<file path="src/hw/rtl/htw_pkg.sv">
// htw_pkg: request codes, result status codes and fixed field widths of the timing wheel
`default_nettype none
package htw_pkg;

    localparam int TMO_W = 32;
    localparam int SI_W  = 16;
    localparam int ID_W  = 5;
    localparam int ST_W  = 3;
    localparam int ROT_W = 31;
    localparam int REQ_W = 2;

    // wheel size, a power of two so ticks split into slot and rotation by bit position
    localparam int SLOTS = 64;

    localparam logic [REQ_W-1:0] REQ_ADD  = 2'd0;
    localparam logic [REQ_W-1:0] REQ_DEL  = 2'd1;
    localparam logic [REQ_W-1:0] REQ_TICK = 2'd2;

    localparam logic [ST_W-1:0] ST_ADDED = 3'd0;
    localparam logic [ST_W-1:0] ST_NEG   = 3'd1;
    localparam logic [ST_W-1:0] ST_FULL  = 3'd2;
    localparam logic [ST_W-1:0] ST_DEL   = 3'd3;
    localparam logic [ST_W-1:0] ST_IGN   = 3'd4;
    localparam logic [ST_W-1:0] ST_EXP   = 3'd5;
    localparam logic [ST_W-1:0] ST_DONE  = 3'd6;

    localparam logic [ID_W-1:0] DIV_LAST_STEP = 5'd31;

endpackage
`default_nettype wire

</file>
<file path="src/hw/rtl/hashed_timing_wheel.sv">
// hashed_timing_wheel: timer pool on a hashed wheel with a bit-serial divider
// transfer to result: delete and negative timeout directly, pool full after a full scan,
// add after free-entry scan, 32 divider steps for timeout / slot_interval and write;
// tick: one pool entry per cycle unless an expiry meets a stalled output, then closing result;
// one item at a time, next transfer in the cycle after the last result is registered; sync
// reset clears valid bits, output valid, current slot, interval to 1
`default_nettype none
module hashed_timing_wheel
    import htw_pkg::*;
#(
    parameter int TIMERS = 32
) (
    input  wire logic              i_clk,
    input  wire logic              i_rst_n,
    input  wire logic              i_slot_interval_we,
    input  wire logic [SI_W-1:0]   i_slot_interval,
    input  wire logic              i_valid,
    output logic                   o_stall,
    input  wire logic [REQ_W-1:0]  i_req_type,
    input  wire logic [TMO_W-1:0]  i_timeout,
    input  wire logic [ID_W-1:0]   i_timer_id,
    output logic                   o_valid,
    input  wire logic              i_stall,
    output logic [ID_W-1:0]        o_timer_id_out,
    output logic [ST_W-1:0]        o_status,
    output logic                   o_last
);

    localparam int SW = $clog2(SLOTS);
    localparam int IW = (TIMERS > 1) ? $clog2(TIMERS) : 1;
    localparam int CW = $clog2(TIMERS + 1);
    localparam int MW = SW + ROT_W;

    typedef enum logic [2:0] {
        S_IDLE,
        S_ADD_SCAN,
        S_DIV_TMO,
        S_ADD_WR,
        S_TICK,
        S_RESP
    } t_state;

    t_state               r_state;
    logic [SI_W-1:0]      r_slot_interval;
    logic [TIMERS-1:0]    r_entry_valid;
    logic [SW-1:0]        r_cur_slot;
    logic [CW-1:0]        r_idx;
    logic [TMO_W-2:0]     r_tmo;
    logic [TMO_W-1:0]     r_quo;
    logic [SI_W-1:0]      r_rem;
    logic [SI_W-1:0]      r_dvs;
    logic [ID_W-1:0]      r_cnt;
    logic [ID_W-1:0]      r_res_id;
    logic [ST_W-1:0]      r_res_st;
    logic                 r_o_valid;
    logic [ID_W-1:0]      r_o_id;
    logic [ST_W-1:0]      r_o_st;
    logic                 r_o_last;

    logic [MW-1:0]        r_mem [TIMERS];
    logic [MW-1:0]        r_rd;

    logic                 w_accept;
    logic                 w_out_free;
    logic                 w_emit;
    logic [SI_W:0]        w_sh;
    logic                 w_ge;
    logic [SI_W:0]        w_sub;
    logic [SI_W-1:0]      w_rem_nx;
    logic [TMO_W-1:0]     w_quo_nx;
    logic [SI_W-1:0]      w_si_eff;
    logic [SW-1:0]        w_new_slot;
    logic [SW-1:0]        w_rd_slot;
    logic [ROT_W-1:0]     w_rd_rot;
    logic                 w_hit;
    logic                 w_expire;
    logic                 w_tick_adv;
    logic [IW-1:0]        w_idx;
    logic [CW-1:0]        w_idx_inc;
    logic [IW-1:0]        w_raddr;
    logic                 w_we;
    logic [MW-1:0]        w_wdata;
    logic [IW-1:0]        w_del_idx;
    logic                 w_del_ok;
    logic [SW-1:0]        w_cur_inc;

    assign w_accept   = i_valid && !o_stall;
    assign w_out_free = !r_o_valid || !i_stall;
    assign o_stall    = (r_state != S_IDLE);
    assign o_valid        = r_o_valid;
    assign o_timer_id_out = r_o_id;
    assign o_status       = r_o_st;
    assign o_last         = r_o_last;

    // one restoring division step
    assign w_sh     = {r_rem, r_quo[TMO_W-1]};
    assign w_ge     = (w_sh >= {1'b0, r_dvs});
    assign w_sub    = w_sh - {1'b0, r_dvs};
    assign w_rem_nx = w_ge ? w_sub[SI_W-1:0] : w_sh[SI_W-1:0];
    assign w_quo_nx = {r_quo[TMO_W-2:0], w_ge};

    assign w_si_eff   = (r_slot_interval == '0) ? SI_W'(1) : r_slot_interval;
    assign w_new_slot = r_cur_slot + r_quo[SW-1:0];
    assign w_cur_inc  = (r_cur_slot == SW'(SLOTS - 1)) ? '0 : r_cur_slot + 1'b1;

    assign w_rd_slot  = r_rd[MW-1:ROT_W];
    assign w_rd_rot   = r_rd[ROT_W-1:0];
    assign w_idx      = r_idx[IW-1:0];
    assign w_idx_inc  = r_idx + 1'b1;
    assign w_hit      = r_entry_valid[w_idx] && (w_rd_slot == r_cur_slot);
    assign w_expire   = (r_state == S_TICK) && w_hit && (w_rd_rot == '0);
    assign w_tick_adv = !(w_expire && !w_out_free);
    assign w_emit     = w_out_free && (w_expire || (r_state == S_RESP));

    assign w_raddr = (r_state != S_TICK) ? '0 :
                     (w_tick_adv ? w_idx_inc[IW-1:0] : w_idx);

    assign w_we    = (r_state == S_ADD_WR) ||
                     ((r_state == S_TICK) && w_hit && (w_rd_rot != '0));
    assign w_wdata = (r_state == S_ADD_WR) ?
                     {w_new_slot, ROT_W'(r_quo[TMO_W-1:SW])} :
                     {w_rd_slot, w_rd_rot - 1'b1};

    assign w_del_idx = IW'(i_timer_id);
    assign w_del_ok  = ({27'd0, i_timer_id} < 32'(TIMERS)) && r_entry_valid[w_del_idx];

    // entry memory: slot and rotation per pool entry
    always_ff @(posedge i_clk) begin
        if (w_we) begin
            r_mem[w_idx] <= w_wdata;
        end
        r_rd <= r_mem[w_raddr];
    end

    always_ff @(posedge i_clk) begin
        if (!i_rst_n) begin
            r_state         <= S_IDLE;
            r_slot_interval <= SI_W'(1);
            r_entry_valid   <= '0;
            r_cur_slot      <= '0;
            r_idx           <= '0;
            r_o_valid       <= 1'b0;
        end else begin
            if (i_slot_interval_we) begin
                r_slot_interval <= i_slot_interval;
            end
            if (w_emit) begin
                r_o_valid <= 1'b1;
            end else if (!i_stall) begin
                r_o_valid <= 1'b0;
            end
            unique case (r_state)
                S_IDLE: begin
                    r_idx <= '0;
                    if (w_accept) begin
                        r_tmo <= i_timeout[TMO_W-2:0];
                        priority if (i_req_type == REQ_ADD) begin
                            if (i_timeout[TMO_W-1]) begin
                                r_res_id <= '0;
                                r_res_st <= ST_NEG;
                                r_state  <= S_RESP;
                            end else begin
                                r_state <= S_ADD_SCAN;
                            end
                        end else if (i_req_type == REQ_DEL) begin
                            r_res_id <= i_timer_id;
                            if (w_del_ok) begin
                                r_entry_valid[w_del_idx] <= 1'b0;
                                r_res_st <= ST_DEL;
                            end else begin
                                r_res_st <= ST_IGN;
                            end
                            r_state <= S_RESP;
                        end else if (i_req_type == REQ_TICK) begin
                            r_state <= S_TICK;
                        end else begin
                            r_state <= S_IDLE;
                        end
                    end
                end
                S_ADD_SCAN: begin
                    if (r_idx == CW'(TIMERS)) begin
                        r_res_id <= '0;
                        r_res_st <= ST_FULL;
                        r_state  <= S_RESP;
                    end else if (!r_entry_valid[w_idx]) begin
                        r_quo   <= {1'b0, r_tmo};
                        r_rem   <= '0;
                        r_dvs   <= w_si_eff;
                        r_cnt   <= DIV_LAST_STEP;
                        r_state <= S_DIV_TMO;
                    end else begin
                        r_idx <= w_idx_inc;
                    end
                end
                S_DIV_TMO: begin
                    r_cnt <= r_cnt - 1'b1;
                    if (r_cnt == '0) begin
                        // ticks, at least one
                        r_quo   <= (w_quo_nx == '0) ? TMO_W'(1) : w_quo_nx;
                        r_state <= S_ADD_WR;
                    end else begin
                        r_quo <= w_quo_nx;
                        r_rem <= w_rem_nx;
                    end
                end
                S_ADD_WR: begin
                    r_entry_valid[w_idx] <= 1'b1;
                    r_res_id <= ID_W'(r_idx);
                    r_res_st <= ST_ADDED;
                    r_state  <= S_RESP;
                end
                S_TICK: begin
                    if (w_expire && w_out_free) begin
                        r_entry_valid[w_idx] <= 1'b0;
                        r_o_id    <= ID_W'(r_idx);
                        r_o_st    <= ST_EXP;
                        r_o_last  <= 1'b0;
                    end
                    if (w_tick_adv) begin
                        r_idx <= w_idx_inc;
                        if (r_idx == CW'(TIMERS - 1)) begin
                            r_cur_slot <= w_cur_inc;
                            r_res_id   <= '0;
                            r_res_st   <= ST_DONE;
                            r_state    <= S_RESP;
                        end
                    end
                end
                S_RESP: begin
                    if (w_out_free) begin
                        r_o_id    <= r_res_id;
                        r_o_st    <= r_res_st;
                        r_o_last  <= 1'b1;
                        r_state   <= S_IDLE;
                    end
                end
                default: begin
                    r_state <= S_IDLE;
                end
            endcase
        end
    end

    a_not_last_is_expiry: assert property (@(posedge i_clk) disable iff (!i_rst_n)
        (o_valid && !o_last) |-> (o_status == ST_EXP))
        else $error("non-final result is not an expiry");

    a_divisor_nonzero: assert property (@(posedge i_clk) disable iff (!i_rst_n)
        (r_state == S_DIV_TMO) |-> (r_dvs != '0))
        else $error("divider runs with a zero divisor");

    a_tick_index_range: assert property (@(posedge i_clk) disable iff (!i_rst_n)
        (r_state == S_TICK) |-> (r_idx < CW'(TIMERS)))
        else $error("tick scan index out of range");

    a_expiry_frees_entry: assert property (@(posedge i_clk) disable iff (!i_rst_n)
        (w_expire && w_out_free) |=> !r_entry_valid[$past(w_idx)])
        else $error("expired entry still valid");

    a_reset_clears_output: assert property (@(posedge i_clk)
        !i_rst_n |=> !o_valid)
        else $error("output valid after reset");

endmodule
`default_nettype wire
</file>
<file path="config.mk">
export PLATFORM = sky130hd
export DESIGN_NAME = hashed_timing_wheel
export DESIGN_NICKNAME = d
export VERILOG_FILES = /design/src/hw/rtl/htw_pkg.sv /design/src/hw/rtl/hashed_timing_wheel.sv
export SDC_FILE = /design/constraint.sdc
export NUM_CORES = 2
export LEC_CHECK = 0
export ABC_AREA = 0
export ABC_CLOCK_PERIOD_IN_PS = 13700
export BUFFER_PORTS_ARGS = -buffer_cell sky130_fd_sc_hd__clkbuf_2
export CELL_PAD_IN_SITES_DETAIL_PLACEMENT = 0
export CELL_PAD_IN_SITES_GLOBAL_PLACEMENT = 2
export CORE_MARGIN = 5
export CORE_UTILIZATION = 34
export CTS_CLUSTER_DIAMETER = 30
export CTS_CLUSTER_SIZE = 8
export DETAILED_ROUTE_END_ITERATION = 10
export PLACE_DENSITY = 0.62
export RECOVER_POWER = 25
export SKIP_CTS_REPAIR_TIMING = 1
export SYNTH_ARGS = -nofsm -noshare
export SYNTH_HDL_FRONTEND = slang
export SYNTH_SLANG_ARGS = --single-unit
export TNS_END_PERCENT = 5
</file>
<file path="constraint.sdc">
create_clock -name i_clk -period 13.7 [get_ports i_clk]
set_clock_uncertainty 0.2 [all_clocks]
set_input_delay 2.055 -clock i_clk [delete_from_list [all_inputs] [get_ports i_clk]]
set_output_delay 2.055 -clock i_clk [all_outputs]
set_load 0.02 [all_outputs]
</file>
==> flow_metrics.py <==
metrics = {
    "run_status": {
        "status": "finished with violations",
        "violations": "capacitance limit, slew limit",
    },
    "clocking": {
        "clk_path_buf_depth": 4,
        "clock_sinks": 1402,
        "htree_num_levels": 5,
        "cts-root-buf": "clkbuf_16",
        "tritoncts.num_buffers": 362,
        "clk_latency_ns": 0.91,
        "cts_tree": "built",
        "clk_pin_slew_worst_paths_ns": 0.04,
    },
    "flow_run": {
        "max_cap_violations": 10,
    },
    "sta": {
        "fin_crit_ns": 7.38,
        "slew_headroom_pct": -122,
        "period_share_pct": 53.9,
        "timing.setup.tns_ns": 0,
        "rsz0062_at_grt": "no",
        "hold_viol": 0,
        "fmax_mhz": 135,
        "setup_violations": 0,
        "drv_slew": 399,
        "worst_pin_slew_ns": 3.33,
    },
    "placed_design": {
        "dpl-instance-area_um2": 60500,
        "dp.final_hpwl_mm": 92.4,
        "port-buffer-count": 70,
        "place_congestion": 0.762,
        "dp.cells": 6612,
    },
    "global_route": {
        "antenna_found_initial": 2,
        "grt_usage_pct": 21.0,
        "overflow": 0,
        "grt_first_pass_wirelength_mm": 269,
        "grt_pass1_vias": 37395,
        "grt_max_degree": 175,
    },
    "critical_path": {
        "cp_max_fo": 36,
        "cp-end-kind": "register",
        "rr_endpoint": "r_mem[27][10]",
        "endpoint": "r_mem[27][10]",
        "worst_r2r_path_depth": 6,
        "start_kind": "register",
        "ff2ff_setup_slack_ns": 6.32,
        "cp.arrival_ns": 7.91,
        "worstSetupPathType": "register to register",
        "required_ns": 14.23,
        "r2r-start": "r_state[0]",
        "crit_start": "r_state[0]",
    },
    "yosys": {
        "synth_nets": 4606,
        "syn_area_per_cell_um2": 12.7,
        "ys_seq_elements": 1402,
        "synth.cell_area_um2": 57300,
        "synth_edf_count": 1301,
        "synth.distinct_cells": 79,
        "ys_seq_area_share_pct": 71.7,
        "ys_dominant_reg_cell": "edfxtp_1",
        "postSynthCellCount": 4514,
        "ys_warn_count": 0,
        "synthArstFlopShare_pct": 0,
    },
    "final_layout": {
        "mostFrequentLayoutCells": "edfxtp_1, nor2_1, nand2_1, clkbuf_16, o21ai_0",
        "layout_commonest_cell": "edfxtp_1",
        "post-route-util_pct": 43.2,
        "final_cell_area_um2": 72300,
        "layout.nets": 4864,
        "num-fill-cells": 15351,
        "drive_above_1_share_pct": 16.6,
        "area_growth_pct": 26.2,
        "register_area_um2": 41100,
        "multi_input_area_um2": 15300,
        "fin_cells": 7258,
    },
    "min_path": {
        "hp-class": "register to register",
        "worstHoldStart": "r_slot_interval[9]",
    },
    "route": {
        "drt_iter0_drc": 3058,
        "wl_per_cell_um": 25.9,
        "num_vias": 37762,
        "viasPerCell": 5.20,
        "dr.pass1.iters": 5,
        "wirelength_mm": 188,
        "drc": 0,
        "detail-route-antenna-nets": 0,
    },
    "floorplanning": {
        "start_util_pct": 34.2,
        "top_level_ports": 71,
        "dieArea_um2": 177000,
        "coreArea_um2": 167000,
        "die_x_um": 421,
        "die_h_um": 421,
        "rows": 150,
    },
    "pwr": {
        "peakVddDrop_mv": 0.174,
        "power.density_nw_per_um2": 219,
        "p_leak_nw": 24.4,
    },
}
[power by group]
group          switching (mW)  total, mW  internal (mW)  leakage [nW]
Clock                    2.45       8.27           5.82          5.78
Sequential              0.130       5.61           5.48          12.5
Combinational            1.51       1.95          0.436          6.08
Total                    4.09       15.8           11.7          24.4
[cell usage after synthesis, drive strengths merged, types with 17 or more instances]
library cell | number | area share [%]
xnor2 | 37 | 0.57
nand2 | 629 | 4.1
mux2i | 71 | 1.2
nand4 | 50 | 0.56
ha | 30 | 0.65
inv | 36 | 0.24
and2 | 26 | 0.28
xor2 | 17 | 0.26
dfxtp | 101 | 3.5
o211ai | 37 | 0.48
a21boi | 23 | 0.30
a41oi | 74 | 1.1
a21oi | 30 | 0.31
clkbuf | 148 | 0.97
a32oi | 49 | 0.75
edfxtp | 1301 | 68
nand3 | 219 | 1.9
nor2 | 801 | 5.3
buf | 132 | 1.2
nor2b | 32 | 0.35
nor3 | 35 | 0.34
o21ai | 396 | 3.5
nand2b | 21 | 0.23
nor4 | 63 | 1.0
[registers in the layout (all words and copies together), names as in the netlist]
name             cells
r_res_id             5
r_rd                37
r_res_st             3
r_quo               32
r_mem             1184
o_valid              1
r_entry_valid       32
r_idx                6
r_cnt                5
o_timer_id_out       5
r_cur_slot           6
r_tmo               31
r_dvs               16
r_rem               16
r_state              3
o_status             3
o_last               1
r_slot_interval     16
[routing by layer]
layer / track usage, % / part of all wire [%] / up-vias / wire (um)
li1: - / - / 17177 / -
met5: 0 / 0.0069 / - / 13
met2: 34.3 / 48 / 1151 / 89500
met1: 28.6 / 45 / 19150 / 83900
met4: 5.97 / 2.1 / 2 / 3950
met3: 3.89 / 5.6 / 282 / 10600
[logic make-up after synthesis]
| group | after synthesis | synth area share [%] |
|---|---|---|
| xor+xnor | 54 | 0.825 |
| mux | 88 | 1.89 |
| simple gates | 1931 | 14.8 |
| buf+inv | 316 | 2.41 |
| flops | 1402 | 71.7 |
| compound gates | 691 | 7.65 |
| fa+ha+maj | 32 | 0.725 |
[critical path, stage by stage (launching register included)]
cell and delay (ns):
dfxtp_1 0.56, nor2b_1 0.36, and2_0 2.45, clkbuf_1 1.79, nand2_1 0.66, o21ai_1 0.80
buf_4 0.36
[metrics by stage]
stage          power [mW]  worst slack, ns  hold WS [ns]
4_1_cts              16.0             6.82         0.268
6_report             15.8             6.32         0.267
2_1_floorplan        6.83             7.36         0.244
3_5_place_dp         7.64             6.88         0.247
3_3_place_gp         7.63             6.85         0.254
5_1_grt              16.4             5.94         0.294
[cell type report]
cell class,instances,share of cell area (%)
timing repair buffer,174,1.53
clock inverter,195,3.11
multi-input combinational,2796,21.2
antenna,2,0.00692
tap,2204,3.81
inverter,36,0.187
clock buffer,449,13.4
sequential,1402,56.8
[how the worst min path moves through the flow]
stage                    endpoint  depth (start not counted)
6_report                 r_dvs[9]                          0
5_1_grt                 r_dvs[11]                          0
4_1_cts                  r_dvs[2]                          0
3_5_place_dp             r_dvs[2]                          0
3_3_place_gp             r_dvs[2]                          0
2_1_floorplan  r_slot_interval[0]                          2
(Power assumes the default switching activity.)
